[src/hw/rtl/hbi_pkg.sv]
// Shared sizes, request and status codes, and table command type for the hash insert unit.
package hbi_pkg;

  localparam int NUM_BUCKETS      = 13;
  localparam int SLOTS_PER_BUCKET = 2;
  localparam int KEY_BITS         = 31;

  localparam int BKT_W     = (NUM_BUCKETS > 1) ? $clog2(NUM_BUCKETS) : 1;
  localparam int SLOT_W    = (SLOTS_PER_BUCKET > 1) ? $clog2(SLOTS_PER_BUCKET) : 1;
  localparam int ROW_W     = SLOTS_PER_BUCKET * KEY_BITS;
  localparam int MOD_SHIFT = KEY_BITS + BKT_W;

  localparam logic [63:0] MOD_RECIP =
    ((64'd1 << MOD_SHIFT) + 64'(NUM_BUCKETS - 1)) / 64'(NUM_BUCKETS);

  typedef logic [ROW_W-1:0] row_t;

  typedef enum logic [1:0] {
    REQ_INSERT = 2'd0,
    REQ_READ   = 2'd1,
    REQ_CLEAR  = 2'd2
  } req_t;

  typedef enum logic [1:0] {
    ST_INSERTED = 2'd0,
    ST_FULL     = 2'd1,
    ST_READ     = 2'd2,
    ST_CLEARED  = 2'd3
  } status_t;

  typedef struct packed {
    logic             rd_en;
    logic [BKT_W-1:0] rd_addr;
    logic             wr_en;
    logic [BKT_W-1:0] wr_addr;
    row_t             wr_data;
    logic             clr;
  } tbl_cmd_t;

endpackage

[src/hw/rtl/hbi_mod_unit.sv]
// Residue unit: key modulo the bucket count by reciprocal multiplication.
module hbi_mod_unit
  import hbi_pkg::*;
(
  input  logic                clk,
  input  logic                rst,
  input  logic                start,
  input  logic [KEY_BITS-1:0] key,
  output logic                done,
  output logic [BKT_W-1:0]    residue
);

  localparam int PROD_W = 2 * KEY_BITS + 1;

  logic [KEY_BITS-1:0] key_q;
  logic [KEY_BITS-1:0] quo;
  logic [KEY_BITS-1:0] quo_next;
  logic                quo_vld;
  logic [PROD_W-1:0]   prod;
  logic [BKT_W-1:0]    residue_next;

  assign prod         = PROD_W'(key) * PROD_W'(MOD_RECIP[KEY_BITS:0]);
  assign quo_next     = KEY_BITS'(prod >> MOD_SHIFT);
  assign residue_next = BKT_W'(key_q - KEY_BITS'(quo * KEY_BITS'(NUM_BUCKETS)));

  always_ff @(posedge clk) begin
    if (rst) begin
      quo_vld <= 1'b0;
      done    <= 1'b0;
    end else begin
      quo_vld <= start;
      done    <= quo_vld;
    end
  end

  always_ff @(posedge clk) begin
    if (start) begin
      key_q <= key;
      quo   <= quo_next;
    end
    if (quo_vld) begin
      residue <= residue_next;
    end
  end

endmodule

[src/hw/rtl/hbi_table.sv]
// Bucket table: one row of slots per bucket, registered read, row valid bits for clearing.
module hbi_table
  import hbi_pkg::*;
(
  input  logic     clk,
  input  logic     rst,
  input  tbl_cmd_t cmd,
  output row_t     rd_row
);

  row_t                   mem [NUM_BUCKETS];
  logic [NUM_BUCKETS-1:0] row_vld;
  row_t                   rd_q;
  logic                   rd_vld_q;

  always_ff @(posedge clk) begin
    if (cmd.wr_en) begin
      mem[cmd.wr_addr] <= cmd.wr_data;
    end
    if (cmd.rd_en) begin
      rd_q <= mem[cmd.rd_addr];
    end
  end

  always_ff @(posedge clk) begin
    if (rst) begin
      row_vld  <= '0;
      rd_vld_q <= 1'b0;
    end else begin
      if (cmd.rd_en) begin
        rd_vld_q <= row_vld[cmd.rd_addr];
      end
      if (cmd.clr) begin
        row_vld <= '0;
      end else if (cmd.wr_en) begin
        row_vld[cmd.wr_addr] <= 1'b1;
      end
    end
  end

  assign rd_row = rd_vld_q ? rd_q : '0;

endmodule

[src/hw/rtl/bucketed_hash_insert_linear_probe_unit.sv]
// Top level: request sequencer for the bucketed hash table with linear probing.
//
// Insert, read-slot and clear requests are taken one at a time; in_ready is high
// only while no request is in work, and a finished result waits in the output
// register while the next request is accepted; a result that finds the output
// register still occupied holds the sequencer until it drains. A nonzero insert
// takes its home bucket from a residue unit that multiplies the key by the
// reciprocal of the bucket count, then the table port reads one bucket row per
// cycle while the probe walks forward over the 13 buckets with wraparound. A read
// of a slot in range fetches the bucket row and then takes the slot from it; a
// read out of range, a clear, a zero key or an unused request code goes straight
// to the result. Clear empties the table by resetting every row valid bit.
// Duplicate keys are stored again.
module bucketed_hash_insert_linear_probe_unit
  import hbi_pkg::*;
(
  input  logic        clk,
  input  logic        rst,
  input  logic        in_valid,
  output logic        in_ready,
  input  logic [1:0]  req_type,
  input  logic [30:0] key,
  input  logic [3:0]  read_bucket,
  input  logic [0:0]  read_slot,
  output logic        out_valid,
  input  logic        out_ready,
  output logic [1:0]  status,
  output logic [3:0]  placed_bucket,
  output logic [0:0]  placed_slot,
  output logic [30:0] read_value
);

  localparam int CNT_W = BKT_W;

  typedef enum logic [5:0] {
    S_IDLE  = 6'b000001,
    S_HASH  = 6'b000010,
    S_FETCH = 6'b000100,
    S_PROBE = 6'b001000,
    S_RDOUT = 6'b010000,
    S_DONE  = 6'b100000
  } state_t;

  state_t              state;
  logic [KEY_BITS-1:0] key_q;
  logic [BKT_W-1:0]    bucket;
  logic [BKT_W-1:0]    bkt_next;
  logic [SLOT_W-1:0]   rslot;
  logic [CNT_W-1:0]    cnt;
  logic                is_read;
  logic [1:0]          res_status;
  logic [3:0]          res_bucket;
  logic [0:0]          res_slot;
  logic [30:0]         res_value;

  logic                mod_start;
  logic                mod_done;
  logic [BKT_W-1:0]    mod_res;
  tbl_cmd_t            cmd;
  row_t                row;
  logic                found;
  logic [SLOT_W-1:0]   fslot;
  row_t                new_row;
  logic [KEY_BITS-1:0] rd_val;
  logic                rd_in_range;
  logic                out_free;

  assign in_ready    = (state == S_IDLE);
  assign out_free    = !out_valid || out_ready;
  assign mod_start   = in_valid && in_ready && (req_type == REQ_INSERT) && (key != '0);
  assign bkt_next    = (bucket == BKT_W'(NUM_BUCKETS - 1)) ? '0 : bucket + 1'b1;
  assign rd_in_range = (int'(read_bucket) < NUM_BUCKETS) && (int'(read_slot) < SLOTS_PER_BUCKET);

  hbi_mod_unit u_mod (
    .clk     (clk),
    .rst     (rst),
    .start   (mod_start),
    .key     (KEY_BITS'(key)),
    .done    (mod_done),
    .residue (mod_res)
  );

  hbi_table u_table (
    .clk    (clk),
    .rst    (rst),
    .cmd    (cmd),
    .rd_row (row)
  );

  // First empty slot of the fetched row, the row with the key dropped in, and the value of the read slot.
  always_comb begin
    found   = 1'b0;
    fslot   = '0;
    new_row = row;
    rd_val  = '0;
    for (int s = 0; s < SLOTS_PER_BUCKET; s++) begin
      if (!found && (row[s*KEY_BITS +: KEY_BITS] == '0)) begin
        found = 1'b1;
        fslot = SLOT_W'(s);
      end
      if (SLOT_W'(s) == rslot) begin
        rd_val = row[s*KEY_BITS +: KEY_BITS];
      end
    end
    for (int s = 0; s < SLOTS_PER_BUCKET; s++) begin
      if (SLOT_W'(s) == fslot) begin
        new_row[s*KEY_BITS +: KEY_BITS] = key_q;
      end
    end
  end

  always_comb begin
    cmd = '0;
    case (state)
      S_IDLE: begin
        cmd.clr = in_valid && (req_type == REQ_CLEAR);
      end
      S_FETCH: begin
        cmd.rd_en   = 1'b1;
        cmd.rd_addr = bucket;
      end
      S_PROBE: begin
        cmd.rd_en   = 1'b1;
        cmd.rd_addr = bkt_next;
        cmd.wr_en   = found;
        cmd.wr_addr = bucket;
        cmd.wr_data = new_row;
      end
      default: begin
        cmd = '0;
      end
    endcase
  end

  always_ff @(posedge clk) begin
    if (rst) begin
      state     <= S_IDLE;
      out_valid <= 1'b0;
      cnt       <= '0;
      is_read   <= 1'b0;
    end else begin
      if (out_valid && out_ready && (state != S_DONE)) begin
        out_valid <= 1'b0;
      end
      case (state)
        S_IDLE: begin
          if (in_valid) begin
            key_q      <= KEY_BITS'(key);
            res_bucket <= '0;
            res_slot   <= '0;
            res_value  <= '0;
            case (req_type)
              REQ_INSERT: begin
                res_status <= ST_INSERTED;
                is_read    <= 1'b0;
                state      <= (key != '0) ? S_HASH : S_DONE;
              end
              REQ_READ: begin
                res_status <= ST_READ;
                if (rd_in_range) begin
                  bucket  <= BKT_W'(read_bucket);
                  rslot   <= SLOT_W'(read_slot);
                  is_read <= 1'b1;
                  state   <= S_FETCH;
                end else begin
                  is_read <= 1'b0;
                  state   <= S_DONE;
                end
              end
              REQ_CLEAR: begin
                res_status <= ST_CLEARED;
                is_read    <= 1'b0;
                state      <= S_DONE;
              end
              default: begin
                res_status <= ST_INSERTED;
                is_read    <= 1'b0;
                state      <= S_DONE;
              end
            endcase
          end
        end
        S_HASH: begin
          if (mod_done) begin
            bucket <= mod_res;
            state  <= S_FETCH;
          end
        end
        S_FETCH: begin
          cnt   <= '0;
          state <= is_read ? S_RDOUT : S_PROBE;
        end
        S_PROBE: begin
          if (found) begin
            res_bucket <= 4'(bucket);
            res_slot   <= fslot[0];
            state      <= S_DONE;
          end else if (cnt == CNT_W'(NUM_BUCKETS - 1)) begin
            res_status <= ST_FULL;
            state      <= S_DONE;
          end else begin
            bucket <= bkt_next;
            cnt    <= cnt + 1'b1;
          end
        end
        S_RDOUT: begin
          res_value <= 31'(rd_val);
          state     <= S_DONE;
        end
        S_DONE: begin
          if (out_free) begin
            status        <= res_status;
            placed_bucket <= res_bucket;
            placed_slot   <= res_slot;
            read_value    <= res_value;
            out_valid     <= 1'b1;
            state         <= S_IDLE;
          end
        end
        default: begin
          state <= S_IDLE;
        end
      endcase
    end
  end

  a_home_range: assert property (@(posedge clk) disable iff (rst)
    mod_done |-> (int'(mod_res) < NUM_BUCKETS))
    else $error("home bucket out of range");

  a_placed_range: assert property (@(posedge clk) disable iff (rst)
    (out_valid && (status == ST_INSERTED)) |-> (int'(placed_bucket) < NUM_BUCKETS))
    else $error("placed bucket out of range");

  a_full_after_sweep: assert property (@(posedge clk) disable iff (rst)
    (state == S_PROBE && !found && cnt == CNT_W'(NUM_BUCKETS - 1))
      |=> (state == S_DONE && res_status == ST_FULL))
    else $error("full sweep did not report table full");

  a_done_loads: assert property (@(posedge clk) disable iff (rst)
    (state == S_DONE && out_free) |=> (out_valid && state == S_IDLE))
    else $error("finished result not moved to output register");

  a_probe_write_bucket: assert property (@(posedge clk) disable iff (rst)
    cmd.wr_en |-> (!cmd.clr && int'(cmd.wr_addr) < NUM_BUCKETS))
    else $error("bad table write");

endmodule
[config.mk]
export PLATFORM = sky130hd
export DESIGN_NAME = bucketed_hash_insert_linear_probe_unit
export DESIGN_NICKNAME = d
export VERILOG_FILES = /design/src/hw/rtl/hbi_pkg.sv /design/src/hw/rtl/hbi_mod_unit.sv /design/src/hw/rtl/hbi_table.sv /design/src/hw/rtl/bucketed_hash_insert_linear_probe_unit.sv
export SDC_FILE = /design/constraint.sdc
export NUM_CORES = 2
export LEC_CHECK = 0
export BUFFER_PORTS_ARGS = -buffer_cell sky130_fd_sc_hd__buf_2
export CORE_AREA = 5 5 307 309
export DETAILED_ROUTE_END_ITERATION = 8
export DIE_AREA = 0 0 312 314
export GPL_TIMING_DRIVEN = 1
export PLACE_DENSITY = 0.71
export SLEW_MARGIN = 20
export SYNTH_ARGS = -nofsm -noshare
export SYNTH_HDL_FRONTEND = slang
export SYNTH_HIERARCHICAL = 1
export SYNTH_SLANG_ARGS = --single-unit
export TNS_END_PERCENT = 10
[constraint.sdc]
create_clock -name clk -period 9.6 [get_ports clk]
set_input_delay 0.48 -clock clk [delete_from_list [all_inputs] [get_ports clk]]
set_output_delay 0.48 -clock clk [all_outputs]
set_load 0.05 [all_outputs]
# Word-level counts from Yosys, hierarchy flattened
# Memories as Yosys holds them, arrays and structs flattened. A register that Yosys moved wholly into a read port is not among the register bits.
# Cells that the tools add are included.
dict set report word_totals {
  reg_bits 176
  ram_bits 806
  inputBits 42
  out_inout_bits 40
  word_cells 140
  mem_count 1
}
dict set report classes {
  addsub 3
  mul 2
  n_lt_le_gt_ge 4
  n_eq_ne 21
  mux 55
  n_bitwise 2
  n_reduce_logical 30
}
# memory words width read_ports rd_ports_with_merged_regs wr line
set memory_table {}
lappend memory_table {u_table.mem 13 62 1 1 1 hbi_table.sv:11} ;# row_t mem [NUM_BUCKETS];
# operator count
set op_table {}
lappend op_table {{31-bit two-way mux} 4}
lappend op_table {{67-bit two-way mux} 1}
lappend op_table {{31-bit logical NOT} 2}
lappend op_table {{31-bit by 31-bit multiplier with 62-bit output (second input constant)} 1}
lappend op_table {{62-bit two-way mux} 1}
lappend op_table {{31-bit one-hot mux with 2 select lines} 1}
lappend op_table {{4-bit two-way mux} 11}
lappend op_table {{6-bit two-way mux} 7}
lappend op_table {{6-bit one-hot mux with 6 select lines} 1}
lappend op_table {{31-bit nonzero test} 1}
lappend op_table {{28-bit by 4-bit multiplier with 4-bit output (second input constant)} 1}
lappend op_table {{4-bit one-hot mux with 2 select lines} 2}
lappend op_table {{1-bit two-way mux} 15}
lappend op_table {{13-bit bitwise OR} 1}
lappend op_table {{2-bit inequality test (second input constant)} 6}
lappend op_table {{4-bit one-hot mux with 3 select lines} 1}
lappend op_table {{6-bit one-hot mux with 2 select lines} 1}
lappend op_table {{3-bit AND reduction} 4}
lappend op_table {{4-bit by 5-bit < comparator with 1-bit output (second input constant)} 2}
lappend op_table {{5-bit one-hot mux with 2 select lines} 1}
lappend op_table {{5-bit AND reduction} 2}
lappend op_table {{4-bit by 1-bit adder with 4-bit output (second input constant)} 2}
lappend op_table {{4-bit equality test (second input constant)} 2}
lappend op_table {{1-bit logical AND} 8}
lappend op_table {{30 further kinds} 39}

# Depth between registers and ports, before layout
dict set report depth {
  word_depth 13
  ltp_mapped 24
  ltp_nobuf 24
}

# Cells and area by module
# The synthesis kept the hierarchy.
# mod instances cells_each area_each_um2 seq_area_each_um2
set modules_own_cells {}
lappend modules_own_cells {hbi_table 1 1442 33049.2 26345.3}
lappend modules_own_cells {hbi_mod_unit 1 1047 10709.0 400.4}
lappend modules_own_cells {bucketed_hash_insert_linear_probe_unit 1 524 5786.8 3603.5}

# Least setup slack after synthesis
# OpenSTA, ideal clock, no wires.
dict set report synth_timing {
  kind {flip-flop to flip-flop}
  from {register u_table.rd_vld_q}
  to {memory u_table/mem[0][0] (netlist name), enable pin}
  setup_ps 561
  arrival_ps 6499
  required_ps 9039
  slack_ps 2541
  stages_incl_launch_ff 11
  n_path_buf 2
  synth_period_minus_slack_ps 7059
  cell_sequence {dfxtp_1 > clkbuf_1 > clkbuf_1 > and2_1 > nor4_1 > nand4_1 > nor2_1 > o21ai_0 > inv_1 > or3b_2 > nor3_1}
}
# item line
set synth_lines {}
lappend synth_lines {{start: declaration} hbi_table.sv:14} ;# logic rd_vld_q;
lappend synth_lines {{start signal: assignment} hbi_table.sv:31} ;# rd_vld_q <= row_vld[cmd.rd_addr];
lappend synth_lines {{end: declaration} hbi_table.sv:11}

# Worst setup path in the final report
dict set report layout_timing {
  from {input key[3]}
  to {register u_mod.quo[0], data pin}
}
dict set report layout_between {
  elab_chain_len 1
}
# item line
set layout_rtl {}
lappend layout_rtl {{start: declaration} bucketed_hash_insert_linear_probe_unit.sv:22} ;# input logic [30:0] key,
lappend layout_rtl {{31-bit by 31-bit multiplier with 62-bit output} hbi_mod_unit.sv:22} ;# assign prod = PROD_W'(key) * PROD_W'(MOD_RECIP[KEY_BITS:0]);
lappend layout_rtl {{net u_mod.prod[35]} hbi_mod_unit.sv:19} ;# logic [PROD_W-1:0] prod;
lappend layout_rtl {{end signal: assignment} hbi_mod_unit.sv:39} ;# quo <= quo_next;
lappend layout_rtl {{end: declaration} hbi_mod_unit.sv:16} ;# logic [KEY_BITS-1:0] quo;
# The timed path passes the listed nets, and every way through them passes these cells.
# A chain may end at the register's enable or synchronous reset.

==> impl_metrics.env <==
export IMPL_status="finished, final reports clean"
export IMPL_hold_path_depth=2
export IMPL_fin_util_pct=59.8
export IMPL_synth_common_cells="edfxtp_1, inv_1, fa_1, ha_1, mux4_2"
export IMPL_total_power_mw=18.8
export IMPL_htreeDepth=3
export IMPL_synth_top_area_share_pct=60.1
export IMPL_vias=26600
export IMPL_worstSetupEndpointType="flip-flop"
export IMPL_syn_inst=3013
export IMPL_dp_cells=4224
export IMPL_synth_area_leaders="edfxtp_1, fa_1, mux4_2"
export IMPL_finalHoldViolCount=0
export IMPL_avgRoutedWirePerCell_um=27.4
export IMPL_start_util_pct=54.4
export IMPL_setup_tns_ns=0
export IMPL_syn_area_per_cell_sq_um=16.4
export IMPL_drive_above_1_share_pct=15.5
export IMPL_vdd_ir_drop_max_mv=0.623
export IMPL_postCtsSetupBuffers=0
export IMPL_synth_edff_count=992
export IMPL_area_delta_synth_final_pct=10.0
export IMPL_yosysTopAreaCell="edfxtp_1"
export IMPL_insertion_delay_ns=0.69
export IMPL_ff2ff_path_depth=11
export IMPL_hold_buffers=1
export IMPL_overflow=0
export IMPL_diodes=0
export IMPL_clkTransAtPathRegs_ns=0.06
export IMPL_max_clock_path_buffers=3
export IMPL_drtAntennaViolNets=0
export IMPL_fmax_mhz=160
export IMPL_drc=0
export IMPL_grt_max_degree=104
export IMPL_numCtsBuffers=97
export IMPL_grt_pass1_vias=28300
export IMPL_synth_area_sq_um=49500
export IMPL_async_flop_share_pct=0
export IMPL_start_kind="input port"
export IMPL_cts_tree="built"
export IMPL_cts_root_buf="clkbuf_16"
export IMPL_die_w_um=312
export IMPL_instances_no_fill=4402
export IMPL_fin_crit_sh_pct=65.0
export IMPL_yosys_cell_count_top_type="edfxtp_1"
export IMPL_synthFlopType="edfxtp_1"
export IMPL_core_sq_um=91100
export IMPL_rsz0062_at_grt="false"
export IMPL_rows=111
export IMPL_ys_ff_latch=1020
export IMPL_viasPerCell=6.05
export IMPL_drt_iter0_drc=2397
export IMPL_die_h_um=314
export IMPL_fillers=6697
export IMPL_ys_warn_count=6
export IMPL_critPathRequiredTime_ns=10.01
export IMPL_tightestPinTransition_ns=1.13
export IMPL_port_buffers=81
export IMPL_grt_pass1_wl_um=181000
export IMPL_first_pass_iters=6
export IMPL_min_path_type="in -> reg"
export IMPL_clkSinkCount=1020
export IMPL_worstSetupPathType="in -> reg"
export IMPL_slew_viol_final=0
export IMPL_ys_types=69
export IMPL_crit_fanout=12
export IMPL_skew_ns=0.0317
export IMPL_track_usage_pct=24.8
export IMPL_leakage_nw=20.6
export IMPL_multiInputGateArea_sq_um=17200
export IMPL_yosysSeqAreaShare_pct=61.3
export IMPL_cts_resized=0
export IMPL_syn_num_nets=3534
export IMPL_dp_hpwl_um=76300
export IMPL_max_slew_margin_rel_pct=24.6
export IMPL_antenna_found_initial=0
export IMPL_maxCapViolCount=0
export IMPL_routed_wirelength_um=121000
export IMPL_io_pins=82
export IMPL_dieArea_sq_um=98000
export IMPL_cellPowerDensity_nw_per_um2=345
export IMPL_setup_viol=0
export IMPL_register_area_sq_um=30400
export IMPL_crit_arrival_ns=6.65
export IMPL_period_needed_ns=6.24
export IMPL_gp_congestion=0.948
export IMPL_nets=3659
## report_power, final
group / internal (mW) / total [mW] / switching (mW)
clock network: 2.04 / 3.68 / 1.64
registers: 5.09 / 5.15 / 0.0642
logic: 4.06 / 9.98 / 5.92
total: 11.2 / 18.8 / 7.63
## layer usage
metal | GRT usage [%] | wire, um
met2 | 42.6 | 60900
met3 | 4.06 | 9590
met5 | 0 | 0
met1 | 33.8 | 47200
met4 | 6.31 | 2870
## kinds of logic after synthesis
logic type,count (synthesis),synth area share (%)
AO/OA/AOI/OAI,296,3.61
flip-flops,1020,61.3
AND/OR/NAND/NOR,357,3.67
XOR/XNOR,39,0.689
multiplexers,286,10.6
buffers and inverters,536,4.41
adder cells (fa/ha/maj),479,15.8
## stage by stage
stage                     hold WS, ns  setup slack (ns)  cell area [sq um]
after floorplan                 0.400              2.54              49500
after global placement          0.402              2.81              51400
after detailed placement        0.405              2.69              51400
after CTS                      0.0990              3.41              54500
after global routing            0.115              3.10              54500
final                           0.141              3.36              54500
## worst max-delay path: stages
cell and delay [ns]:
buf_2 0.23, fa_1 0.54, inv_1 0.13, fa_1 0.41, fa_1 0.51, inv_1 0.07
fa_1 0.52, fa_1 0.53, fa_1 0.53, fa_1 0.55, inv_1 0.06, fa_1 0.52
inv_1 0.04, ha_1 0.35, a21oi_1 0.19, o21ai_1 0.11, a41o_1 0.21, a21o_1 0.18
a221oi_1 0.35, xnor2_1 0.10
## cell usage in the layout (no fill, tap or decap), types with 6 or more instances in the layout
cell type,instances
nor4_1,22
nand4_1,9
nand2_1,87
a211oi_1,8
clkinv_1,30
mux4_2,189
nand3_1,13
edfxtp_1,992
ha_1,234
xor2_1,8
fa_1,245
o22ai_1,64
a21oi_1,149
buf_4,46
o21ai_0,12
o21a_1,18
buf_2,81
nor2_1,88
nor2_4,10
mux2i_1,96
clkbuf_1,13
xnor2_1,31
inv_1,430
clkinv_2,21
nand2b_1,8
bufinv_16,6
and2_1,69
clkbuf_16,98
nor3_1,7
dfxtp_1,27
## path summary, 6_finish.rpt
check	startpoint	to	slack, ns
hold reg to reg	res_value[9]	read_value[9]	0.42
setup reg to reg	u_table/rd_vld_q	u_table/mem[3][54]	4.33
setup / recovery	key[3]	u_mod/quo[0]	3.36
hold / removal	read_bucket[3]	bucket[3]	0.14
## flip-flops by register name, summed over array words and instances (netlist names), 2 cells and up
name             count
u_table/mem        806
u_table/rd_q        62
key_q               31
read_value          31
res_value           31
u_table/row_vld     13
state                6
bucket               4
cnt                  4
placed_bucket        4
res_bucket           4
u_mod/key_q          4
u_mod/quo            4
u_mod/residue        4
res_status           2
status               2
## layout make-up
cell class              instances  share of cell area, %
multi-input cells            1457                   31.5
well taps                    1186                   2.72
inverters                     431                   2.97
clock buffers                 111                   4.59
repair buffers                131                   1.49
clock inverters                66                   1.01
flip-flops and latches       1020                   55.7
Note: power is estimated with default switching activity, not from simulation.
